$ cat src/hdl/rwre_pkg.sv
`default_nettype none
// ----------------------------------------------------------------------------
// rwre_pkg: shared types and constants
// Beat layouts, opcodes and the low/high pair used by the ring and the
// compare unit.
// ----------------------------------------------------------------------------
package rwre_pkg;

  localparam int unsigned WINDOW_HOURS_DEF = 24;

  typedef enum logic [1:0] {
    OP_SAMPLE  = 2'd0,
    OP_PUBLISH = 2'd1,
    OP_ROLL    = 2'd2,
    OP_NONE    = 2'd3
  } rwre_op_t;

  typedef struct packed {
    logic [1:0] opcode;
    logic [7:0] heart_rate;
  } rwre_in_t;

  typedef struct packed {
    logic [7:0] current_rate;
    logic [7:0] hour_low;
    logic [7:0] hour_high;
    logic       hour_valid;
    logic [7:0] day_low;
    logic [7:0] day_high;
    logic       day_valid;
  } rwre_out_t;

  typedef struct packed {
    logic [7:0] lo;
    logic [7:0] hi;
  } rwre_pair_t;

  // Control of the shared compare unit.
  typedef struct packed {
    logic clear;
    logic feed;
  } rwre_cmp_ctl_t;

endpackage
`default_nettype wire

$ cat src/hdl/rwre_ring.sv
`default_nettype none
// ----------------------------------------------------------------------------
// rwre_ring: ring of completed-hour pairs
// One write port, one read port with registered read data.
// ----------------------------------------------------------------------------
module rwre_ring #(
  parameter int unsigned DEPTH = rwre_pkg::WINDOW_HOURS_DEF,
  parameter int unsigned AW    = (DEPTH > 1) ? $clog2(DEPTH) : 1
) (
  input  wire logic                clk,
  input  wire logic                wr_en,
  input  wire logic [AW-1:0]       wr_addr,
  input  wire rwre_pkg::rwre_pair_t wr_data,
  input  wire logic                rd_en,
  input  wire logic [AW-1:0]       rd_addr,
  output rwre_pkg::rwre_pair_t     rd_data
);
  import rwre_pkg::*;

  rwre_pair_t mem [DEPTH];
  rwre_pair_t rd_data_r;

  always_ff @(posedge clk) begin
    if (wr_en) begin
      mem[wr_addr] <= wr_data;
    end
    if (rd_en) begin
      rd_data_r <= mem[rd_addr];
    end
  end

  assign rd_data = rd_data_r;

endmodule
`default_nettype wire

$ cat src/hdl/rwre_minmax.sv
`default_nettype none
// ----------------------------------------------------------------------------
// rwre_minmax: shared low/high compare unit
// Folds one pair per cycle while feed is set into a running low/high with a have flag.
// ----------------------------------------------------------------------------
module rwre_minmax (
  input  wire logic                  clk,
  input  wire logic                  rst_n,
  input  wire rwre_pkg::rwre_cmp_ctl_t ctl,
  input  wire rwre_pkg::rwre_pair_t  data,
  output rwre_pkg::rwre_pair_t       acc,
  output logic                       have
);
  import rwre_pkg::*;

  rwre_pair_t acc_r, acc_nxt;
  logic       have_r, have_nxt;

  always_comb begin
    acc_nxt  = acc_r;
    have_nxt = have_r;
    if (ctl.clear) begin
      acc_nxt  = '0;
      have_nxt = 1'b0;
    end else if (ctl.feed) begin
      if (!have_r || (data.lo < acc_r.lo)) acc_nxt.lo = data.lo;
      if (!have_r || (data.hi > acc_r.hi)) acc_nxt.hi = data.hi;
      have_nxt = 1'b1;
    end
  end

  always_ff @(posedge clk) begin
    if (!rst_n) begin
      acc_r  <= '0;
      have_r <= 1'b0;
    end else begin
      acc_r  <= acc_nxt;
      have_r <= have_nxt;
    end
  end

  assign acc  = acc_r;
  assign have = have_r;

endmodule
`default_nettype wire

$ cat src/hdl/rolling_window_rate_extremes.sv
`default_nettype none
// ----------------------------------------------------------------------------
// rolling_window_rate_extremes: hourly and sliding-window heart-rate extremes
// Tracks the current hour's low/high and a ring of completed hours, and
// reports the window low/high after every sample or hour rollover.
// ----------------------------------------------------------------------------
// One beat in gives one beat out (opcode 3 gives none). A sample (opcode 0,
// or 1 to also publish the hour pair) folds into the current hour; a rollover
// (opcode 2) pushes a non-empty hour into a ring of WINDOW_HOURS pairs,
// overwriting the oldest once full, and publishes it. Each item then rescans
// the ring through a single shared compare unit, one stored pair per cycle
// from a one-read-port memory, and finally folds in the current hour after a
// sample. The scan covers the stored hours, at most WINDOW_HOURS. in_ready
// stays low from acceptance through the scan, the hour fold and the hand-off
// to the output register, so no new beat is taken while one is in flight.
// The finished result sits in an output register, so the next beat may be
// accepted while it waits; a result still held there when the next one is
// done holds the block until it drains. Ring entries need no clearing: only
// the filled part is ever read.
// ----------------------------------------------------------------------------
module rolling_window_rate_extremes #(
  parameter int unsigned WINDOW_HOURS = rwre_pkg::WINDOW_HOURS_DEF
) (
  input  wire logic               clk,
  input  wire logic               rst_n,
  input  wire logic               in_valid,
  output logic                    in_ready,
  input  wire rwre_pkg::rwre_in_t in_data,
  output logic                    out_valid,
  input  wire logic               out_ready,
  output rwre_pkg::rwre_out_t     out_data
);
  import rwre_pkg::*;

  localparam int unsigned AW = (WINDOW_HOURS > 1) ? $clog2(WINDOW_HOURS) : 1;
  localparam int unsigned CW = $clog2(WINDOW_HOURS + 1);

  typedef enum logic [1:0] {
    S_IDLE,
    S_SCAN,
    S_HOUR,
    S_DONE
  } state_t;

  state_t        state_r, state_nxt;

  // Current hour
  logic [7:0]    hour_min_r, hour_min_nxt;
  logic [7:0]    hour_max_r, hour_max_nxt;
  logic          hour_has_r, hour_has_nxt;

  // Ring bookkeeping
  logic [CW-1:0] fill_r, fill_nxt;
  logic [AW-1:0] next_r, next_nxt;
  logic [CW-1:0] idx_r, idx_nxt;
  logic          rd_v_r, rd_v_nxt;

  // Pending result fields of the item in flight
  logic [7:0]    cur_r, cur_nxt;
  logic [7:0]    hlo_r, hlo_nxt;
  logic [7:0]    hhi_r, hhi_nxt;
  logic          hval_r, hval_nxt;
  logic          with_hour_r, with_hour_nxt;

  // Output register
  logic          out_valid_r, out_valid_nxt;
  rwre_out_t     out_data_r, out_data_nxt;

  // Ring and compare unit hookup
  logic          wr_en, rd_en;
  rwre_pair_t    wr_data, rd_data;
  rwre_pair_t    cmp_data, acc;
  logic          acc_have;
  rwre_cmp_ctl_t cmp_ctl;
  logic [7:0]    hr;

  assign hr      = in_data.heart_rate;
  assign wr_data = '{lo: hour_min_r, hi: hour_max_r};

  always_comb begin
    state_nxt     = state_r;
    hour_min_nxt  = hour_min_r;
    hour_max_nxt  = hour_max_r;
    hour_has_nxt  = hour_has_r;
    fill_nxt      = fill_r;
    next_nxt      = next_r;
    idx_nxt       = idx_r;
    cur_nxt       = cur_r;
    hlo_nxt       = hlo_r;
    hhi_nxt       = hhi_r;
    hval_nxt      = hval_r;
    with_hour_nxt = with_hour_r;
    out_valid_nxt = out_valid_r && !out_ready;
    out_data_nxt  = out_data_r;
    wr_en         = 1'b0;
    rd_en         = 1'b0;
    cmp_ctl       = '0;
    cmp_data      = rd_data;

    unique case (state_r)
      S_IDLE: begin
        if (in_valid) begin
          unique case (rwre_op_t'(in_data.opcode))
            OP_SAMPLE, OP_PUBLISH: begin
              // Seed on the first sample of the hour, else widen.
              if (!hour_has_r) begin
                hour_min_nxt = hr;
                hour_max_nxt = hr;
              end else begin
                if (hr < hour_min_r) hour_min_nxt = hr;
                if (hr > hour_max_r) hour_max_nxt = hr;
              end
              hour_has_nxt  = 1'b1;
              cur_nxt       = hr;
              hval_nxt      = (rwre_op_t'(in_data.opcode) == OP_PUBLISH);
              hlo_nxt       = (rwre_op_t'(in_data.opcode) == OP_PUBLISH) ? hour_min_nxt : 8'd0;
              hhi_nxt       = (rwre_op_t'(in_data.opcode) == OP_PUBLISH) ? hour_max_nxt : 8'd0;
              with_hour_nxt = 1'b1;
              idx_nxt       = '0;
              cmp_ctl.clear = 1'b1;
              state_nxt     = S_SCAN;
            end
            OP_ROLL: begin
              cur_nxt  = 8'd0;
              hval_nxt = hour_has_r;
              hlo_nxt  = hour_has_r ? hour_min_r : 8'd0;
              hhi_nxt  = hour_has_r ? hour_max_r : 8'd0;
              if (hour_has_r) begin
                // Push the hour, advance the write slot, drop the hour.
                wr_en    = 1'b1;
                next_nxt = (next_r == AW'(WINDOW_HOURS - 1)) ? '0 : next_r + AW'(1);
                if (fill_r < CW'(WINDOW_HOURS)) fill_nxt = fill_r + CW'(1);
                hour_min_nxt = 8'd0;
                hour_max_nxt = 8'd0;
                hour_has_nxt = 1'b0;
              end
              with_hour_nxt = 1'b0;
              idx_nxt       = '0;
              cmp_ctl.clear = 1'b1;
              state_nxt     = S_SCAN;
            end
            default: begin
              // Unused opcode: no change, no result.
            end
          endcase
        end
      end
      S_SCAN: begin
        // Issue one read per cycle, fold the pair that returns.
        cmp_ctl.feed = rd_v_r;
        if (idx_r < fill_r) begin
          rd_en   = 1'b1;
          idx_nxt = idx_r + CW'(1);
        end else if (!rd_v_r) begin
          state_nxt = S_HOUR;
        end
      end
      S_HOUR: begin
        cmp_data     = '{lo: hour_min_r, hi: hour_max_r};
        cmp_ctl.feed = with_hour_r && hour_has_r;
        state_nxt    = S_DONE;
      end
      S_DONE: begin
        // Hold until the output register is free.
        if (!out_valid_r || out_ready) begin
          out_valid_nxt             = 1'b1;
          out_data_nxt.current_rate = cur_r;
          out_data_nxt.hour_low     = hlo_r;
          out_data_nxt.hour_high    = hhi_r;
          out_data_nxt.hour_valid   = hval_r;
          out_data_nxt.day_low      = acc_have ? acc.lo : 8'd0;
          out_data_nxt.day_high     = acc_have ? acc.hi : 8'd0;
          out_data_nxt.day_valid    = acc_have;
          state_nxt                 = S_IDLE;
        end
      end
      default: state_nxt = S_IDLE;
    endcase

    rd_v_nxt = rd_en;
  end

  always_ff @(posedge clk) begin
    if (!rst_n) begin
      state_r     <= S_IDLE;
      hour_min_r  <= 8'd0;
      hour_max_r  <= 8'd0;
      hour_has_r  <= 1'b0;
      fill_r      <= '0;
      next_r      <= '0;
      idx_r       <= '0;
      rd_v_r      <= 1'b0;
      out_valid_r <= 1'b0;
    end else begin
      state_r     <= state_nxt;
      hour_min_r  <= hour_min_nxt;
      hour_max_r  <= hour_max_nxt;
      hour_has_r  <= hour_has_nxt;
      fill_r      <= fill_nxt;
      next_r      <= next_nxt;
      idx_r       <= idx_nxt;
      rd_v_r      <= rd_v_nxt;
      out_valid_r <= out_valid_nxt;
    end
    cur_r       <= cur_nxt;
    hlo_r       <= hlo_nxt;
    hhi_r       <= hhi_nxt;
    hval_r      <= hval_nxt;
    with_hour_r <= with_hour_nxt;
    out_data_r  <= out_data_nxt;
  end

  rwre_ring #(
    .DEPTH (WINDOW_HOURS),
    .AW    (AW)
  ) u_ring (
    .clk     (clk),
    .wr_en   (wr_en),
    .wr_addr (next_r),
    .wr_data (wr_data),
    .rd_en   (rd_en),
    .rd_addr (idx_r[AW-1:0]),
    .rd_data (rd_data)
  );

  rwre_minmax u_cmp (
    .clk   (clk),
    .rst_n (rst_n),
    .ctl   (cmp_ctl),
    .data  (cmp_data),
    .acc   (acc),
    .have  (acc_have)
  );

  assign in_ready  = (state_r == S_IDLE);
  assign out_valid = out_valid_r;
  assign out_data  = out_data_r;

  // Ring never counts more hours than it holds.
  a_fill_bound: assert property (@(posedge clk) disable iff (!rst_n)
    fill_r <= CW'(WINDOW_HOURS))
    else $error("ring fill exceeds window");

  // Window extremes are ordered whenever reported valid.
  a_day_order: assert property (@(posedge clk) disable iff (!rst_n)
    (out_valid_r && out_data_r.day_valid) |-> (out_data_r.day_low <= out_data_r.day_high))
    else $error("day low above day high");

  // Published hour pair is ordered.
  a_hour_order: assert property (@(posedge clk) disable iff (!rst_n)
    (out_valid_r && out_data_r.hour_valid) |-> (out_data_r.hour_low <= out_data_r.hour_high))
    else $error("hour low above hour high");

  // Pushing a non-empty hour leaves the ring non-empty.
  a_push_fill: assert property (@(posedge clk) disable iff (!rst_n)
    (in_valid && in_ready && (in_data.opcode == OP_ROLL) && hour_has_r) |=> (fill_r != '0))
    else $error("push did not fill ring");

  // Reads are issued only during the scan.
  a_read_scan: assert property (@(posedge clk) disable iff (!rst_n)
    rd_en |-> (state_r == S_SCAN))
    else $error("ring read outside scan");

endmodule
`default_nettype wire
$ cat config.mk
export PLATFORM = sky130hd
export DESIGN_NAME = rolling_window_rate_extremes
export DESIGN_NICKNAME = d
export VERILOG_FILES = /design/src/hdl/rwre_pkg.sv /design/src/hdl/rwre_ring.sv /design/src/hdl/rwre_minmax.sv /design/src/hdl/rolling_window_rate_extremes.sv
export SDC_FILE = /design/constraint.sdc
export NUM_CORES = 1
export LEC_CHECK = 0
export BUFFER_PORTS_ARGS = -buffer_cell sky130_fd_sc_hd__buf_2
export CAP_MARGIN = 40
export CORE_MARGIN = 8
export CORE_UTILIZATION = 48
export CTS_CLUSTER_DIAMETER = 100
export DETAILED_ROUTE_END_ITERATION = 8
export GPL_ROUTABILITY_DRIVEN = 0
export GPL_TIMING_DRIVEN = 1
export HOLD_SLACK_MARGIN = 0.06
export PLACE_DENSITY_LB_ADDON = 0.25
export SLEW_MARGIN = 15
export SYNTH_ARGS = -nofsm -noshare
export SYNTH_HDL_FRONTEND = slang
export SYNTH_SLANG_ARGS = --single-unit
$ cat constraint.sdc
create_clock -name clk -period 4.8 [get_ports clk]
set_input_delay 0.24 -clock clk [delete_from_list [all_inputs] [get_ports clk]]
set_output_delay 0.24 -clock clk [all_outputs]
set_load 0.05 [all_outputs]
## After elaboration in Yosys (flattened, before gate mapping)

Memories as Yosys holds them, arrays and structs flattened. A register that Yosys moved wholly into a read port is not among the register bits.
Index checks and enable logic that the tools add are counted.

- Muxes and demuxes: 42
- Equal/unequal tests: 13
- Bitwise gates (word level): 1
- Order comparisons: 6
- Reductions and logical operators: 24
- Add/sub/neg operators: 3

Operators with widths:

| operator | count |
|---|---|
| one-hot mux 8 bit (2 select lines) | 5 |
| two-way mux 8 bit | 9 |
| two-way mux 5 bit | 4 |
| greater-than comparator 8 bit | 2 |
| less-than comparator 8 bit | 2 |
| two-way mux 16 bit | 1 |
| adder 5 x 1 -> 5 bit (second input constant) | 3 |
| inequality test 2 bit (second input constant) | 7 |
| two-way mux 1 bit | 13 |
| AND reduction 4 bit | 3 |
| two-way mux 2 bit | 5 |
| one-hot mux 5 bit (2 select lines) | 1 |
| AND reduction 5 bit | 2 |
| one-hot mux 2 bit (4 select lines) | 1 |
| equality test 2 bit (second input constant) | 3 |
| one-hot mux 1 bit (2 select lines) | 3 |
| AND reduction 2 bit | 3 |
| equality test 5 bit (second input constant) | 1 |
| less-than comparator 5 bit | 1 |
| less-than comparator 5 bit (second input constant) | 1 |
| equality test 2 x 1 -> 1 bit (second input constant) | 2 |
| logical NOT 2 bit | 2 |
| nonzero test 2 bit | 2 |
| OR reduction 2 bit | 2 |
| other kinds (6) | 11 |

- Word-level logic and storage cells: 114
- RAM bits: 384
- Bits in registers: 121
- Memories: 1

Memory list:

| memory | depth | width | read ports | clocked after memory_dff | wr ports | RTL line | RTL |
|---|---|---|---|---|---|---|---|
| u_ring.mem | 24 | 16 | 1 | 1 | 1 | rwre_ring.sv:20 | `rwre_pair_t mem [DEPTH];` |

## Depth between registers and ports, before layout

- Word-level depth: 6
- Depth in mapped cells: 13
- Depth with buffers taken out: 9

## By module

From an unflattened synthesis, not the netlist that was laid out.

- Cell total of the unflattened synthesis: 1,268
- Area, all modules: 21,346.7 sq um

By module, submodules not included:

| module | instances | cells an instance | area each (sq um) | seq. area each (sq um) |
|---|---|---|---|---|
| rwre_ring | 1 | 723 | 15,414.8 | 12,011.5 |
| rolling_window_rate_extremes | 1 | 418 | 4,865.9 | 2,762.6 |
| rwre_minmax | 1 | 127 | 1,066.0 | 340.3 |

## Worst setup path before layout

OpenSTA, ideal clock, no wires.

- Path kind: register to register
- Start: register state_r[1]
- End: register out_data_r, in the netlist out_data[0], enable pin
- Path buffers: 0
- Slack: 670 ps
- Stages on the path, launching flop included: 3
- Library setup time: 506 ps
- Required time: 4,294 ps
- Arrival: 3,625 ps
- Clock period less this slack: 4,130 ps
- Cells stage by stage: dfxtp_1 > ha_1 > a21boi_0

- Longest elaborated chain between the ends: 2

RTL lines:

| what | RTL line | RTL |
|---|---|---|
| start, declared | rolling_window_rate_extremes.sv:45 | `state_t state_r, state_nxt;` |
| start signal, assigned | rolling_window_rate_extremes.sv:195 | `state_r <= state_nxt;` |
| equality test 2 bit | rolling_window_rate_extremes.sv:100 | `unique case (state_r)` |
| AND reduction 2 bit (no source line) | - |  |
| end signal, assigned | rolling_window_rate_extremes.sv:210 | `out_data_r <= out_data_nxt;` |
| end, declared | rolling_window_rate_extremes.sv:67 | `rwre_out_t out_data_r, out_data_nxt;` |

No other way between the ends.
A chain may end at the register's enable or synchronous reset.

==> impl_metrics.toml <==
[outcome]
status = "finished clean"

[timing]
final_max_slew_viol_count = 0
hold_viol_final = 0
rsz0062_at_grt = "no"
hold_ws_ns = 0.120
period_needed_ns = 3.27
setup_viol_count_final = 0
tns_ns = 0
worstMarginPinSlew_ns = 0.925
slew_headroom = 0.378
fmax_ghz = 0.305
fin_worst_skew_ns = 0.0173
finalCritPeriodShare = 0.682

[synthesis]
synth_top_area_cell = "edfxtp_1"
synthMostInstantiatedCell = "edfxtp_1"
syn_inst = 1214
yosys-top-cells-area = "edfxtp_1, mux4_2, dfxtp_1, ha_1, mux2i_1"
synth_top_area_share = 0.661
synth-edff-count = 468
ys_types = 68
ys.warnings.count = 0
synth.cell_area_um2 = 21300
synth-async-reset-ratio = 0
ys_seq_elements = 521
yosysSeqAreaShare = 0.711
synth_nets = 1272
netlist_top_cells_count = "edfxtp_1, mux4_2, nand2_1"
avgSynthCellArea_um2 = 17.5
ys.flop_type = "edfxtp_1"

[clocking]
cts_setup_buffers = 0
cts_buffer_depth = 3
numClockSinks = 521
cts_tree = "built"
cts-root-buf = "clkbuf_16"
numCtsBuffers = 51
clk_latency_ns = 0.60
clkSlewWorstSetupHoldPaths_ns = 0.06
htreeDepth = 2

[global_route]
grt_pass1_vias = 11238
overflow = 0
grt_pass1_wl_um = 68800
grt_usage = 0.179
grt_antenna_before_repair = 0
grt_max_degree = 54

[cells_and_area]
diodes = 0
fin_nets = 1380
area_growth_pct = 14.2
drive_gt1_frac = 0.234
instances_no_fill = 1954

[routing]
viasPerCell = 5.84
routedWlPerCell_um = 23.4
ant_nets = 0
postRouteWirelength_um = 45700
drt_iter0_drc = 1071
drcViolationCount = 0
routed-via-count = 11404
dr.pass1.iters = 5

[setup_path]
crit_required_ns = 5.25
critPathKind = "flip-flop to flip-flop"
r2r_start = "state_r[0]"
cp-end-kind = "flip-flop"
cp-start-kind = "flip-flop"
worstPathArrival_ns = 3.73
critPathMaxFanout = 18
rr_worst_depth = 9
r2r_end = "u_cmp.acc[8]"
r2r_setup_slack_ns = 1.53

[placed_design]
post-place-cells = 1851
io_buffers = 57
place_hpwl_um = 27600

[die]
start_util = 0.484
coreArea_um2 = 43900
die_w_um = 226
die_y_um = 226
die_area_um2 = 51300
rows = 77
floorplan.io_pins = 58

[run]
cap_viol_max_count = 0

[min_path]
hold_start = "in_valid"
hold_class = "primary input to flip-flop"
hold_depth = 3
whs_endpoint = "hour_has_r"

[pwr]
power.density_nw_per_um2 = 466
p_leak_nw = 7.87
ir_drop_uv = 253
## cells by family (layout without fill, tap and decap cells)
group                    count (synthesis)  in the layout  share of synthesized area
AO/OA/AOI/OAI                          149            149                     0.0546
buffers and inverters                  109            257                     0.0212
flip-flops                             521            521                      0.711
AND/OR/NAND/NOR                        233            233                     0.0557
multiplexers                           155            155                      0.130
adder cells (fa/ha/maj)                 44             44                     0.0259
XOR/XNOR                                 3              3                    0.00124
## layout make-up
| type | count | area, um2 |
|---|---|---|
| clock buffers | 63 | 1440 |
| clock inverters | 30 | 280 |
| fillers | 3410 | 19700 |
| inverters | 46 | 173 |
| multi-input cells | 584 | 5720 |
| flip-flops and latches | 521 | 15100 |
| well taps | 592 | 741 |
| repair buffers | 118 | 803 |
## layout by cell type (no fill, tap or decap), drive strengths merged, types with 25 or more instances in the layout
master / count
nand3: 29
nand2: 56
ha: 44
nor2: 48
inv: 50
mux4: 96
and2: 28
dfxtp: 53
nor2b: 25
edfxtp: 468
clkbuf: 63
buf: 108
mux2i: 45
## critical path, cell delays in order (launching register included)
cell	delay, ns
dfxtp_1	0.32
inv_1	0.10
ha_1	0.68
mux2_2	0.43
ha_1	0.27
o21ai_0	0.15
a31oi_1	0.07
o31ai_2	0.49
and2_0	0.46
a211oi_1	0.15
## state kept, by name, indices dropped and copies added, names as in the netlist, 5 cells and up
name,cells
next_r,5
idx_r,5
fill_r,5
out_data,42
hhi_r,8
u_ring.mem,384
u_cmp.acc,16
hour_max_r,8
cur_r,8
hlo_r,8
hour_min_r,8
u_ring.rd_data,16
## power breakdown
part / internal [mW] / switching, mW / leakage [nW]
registers: 5.33 / 0.136 / 4.74
logic: 0.657 / 1.14 / 2.28
clock network: 2.35 / 1.69 / 0.846
total: 8.34 / 2.96 / 7.87
## metrics by stage
stage	utilization	power, mW	worst slack (ns)	area (um2)
floorplan	-	6.79	0.670	21300
finish	0.553	11.3	1.53	24300
global placement	0.511	7.32	1.62	22400
detailed placement	0.511	7.37	1.56	22500
CTS	0.553	11.4	1.53	24300
global route	0.553	11.7	1.26	24300
## worst max-delay path by stage
| stage | start | endpoint | depth (start not counted) |
|---|---|---|---|
| 2_1_floorplan | state_r[1] | out_data[0] | 2 |
| 3_3_place_gp | state_r[0] | u_cmp.acc[8] | 9 |
| 3_5_place_dp | state_r[0] | u_cmp.acc[8] | 9 |
| 4_1_cts | state_r[0] | u_cmp.acc[8] | 9 |
| 5_1_grt | state_r[0] | u_cmp.acc[8] | 9 |
| 6_report | state_r[0] | u_cmp.acc[8] | 9 |
## repair_timing
action                     CTS  global route
setup endpoints to repair    0             0
hold buffers                10             0
hold endpoints to repair    23             0
resized for setup            0             0
## per-layer routing
metal / share of wire / GRT usage / routed length (um) / up-vias
met3: 0.073 / 0.0264 / 3330 / 87
met4: 0.037 / 0.0779 / 1690 / 0
met2: 0.46 / 0.274 / 21000 / 422
met1: 0.43 / 0.255 / 19600 / 5810
li1: - / - / - / 5085
met5: 0 / 0 / 0 / -
Note: power is estimated with default switching activity, not from simulation.
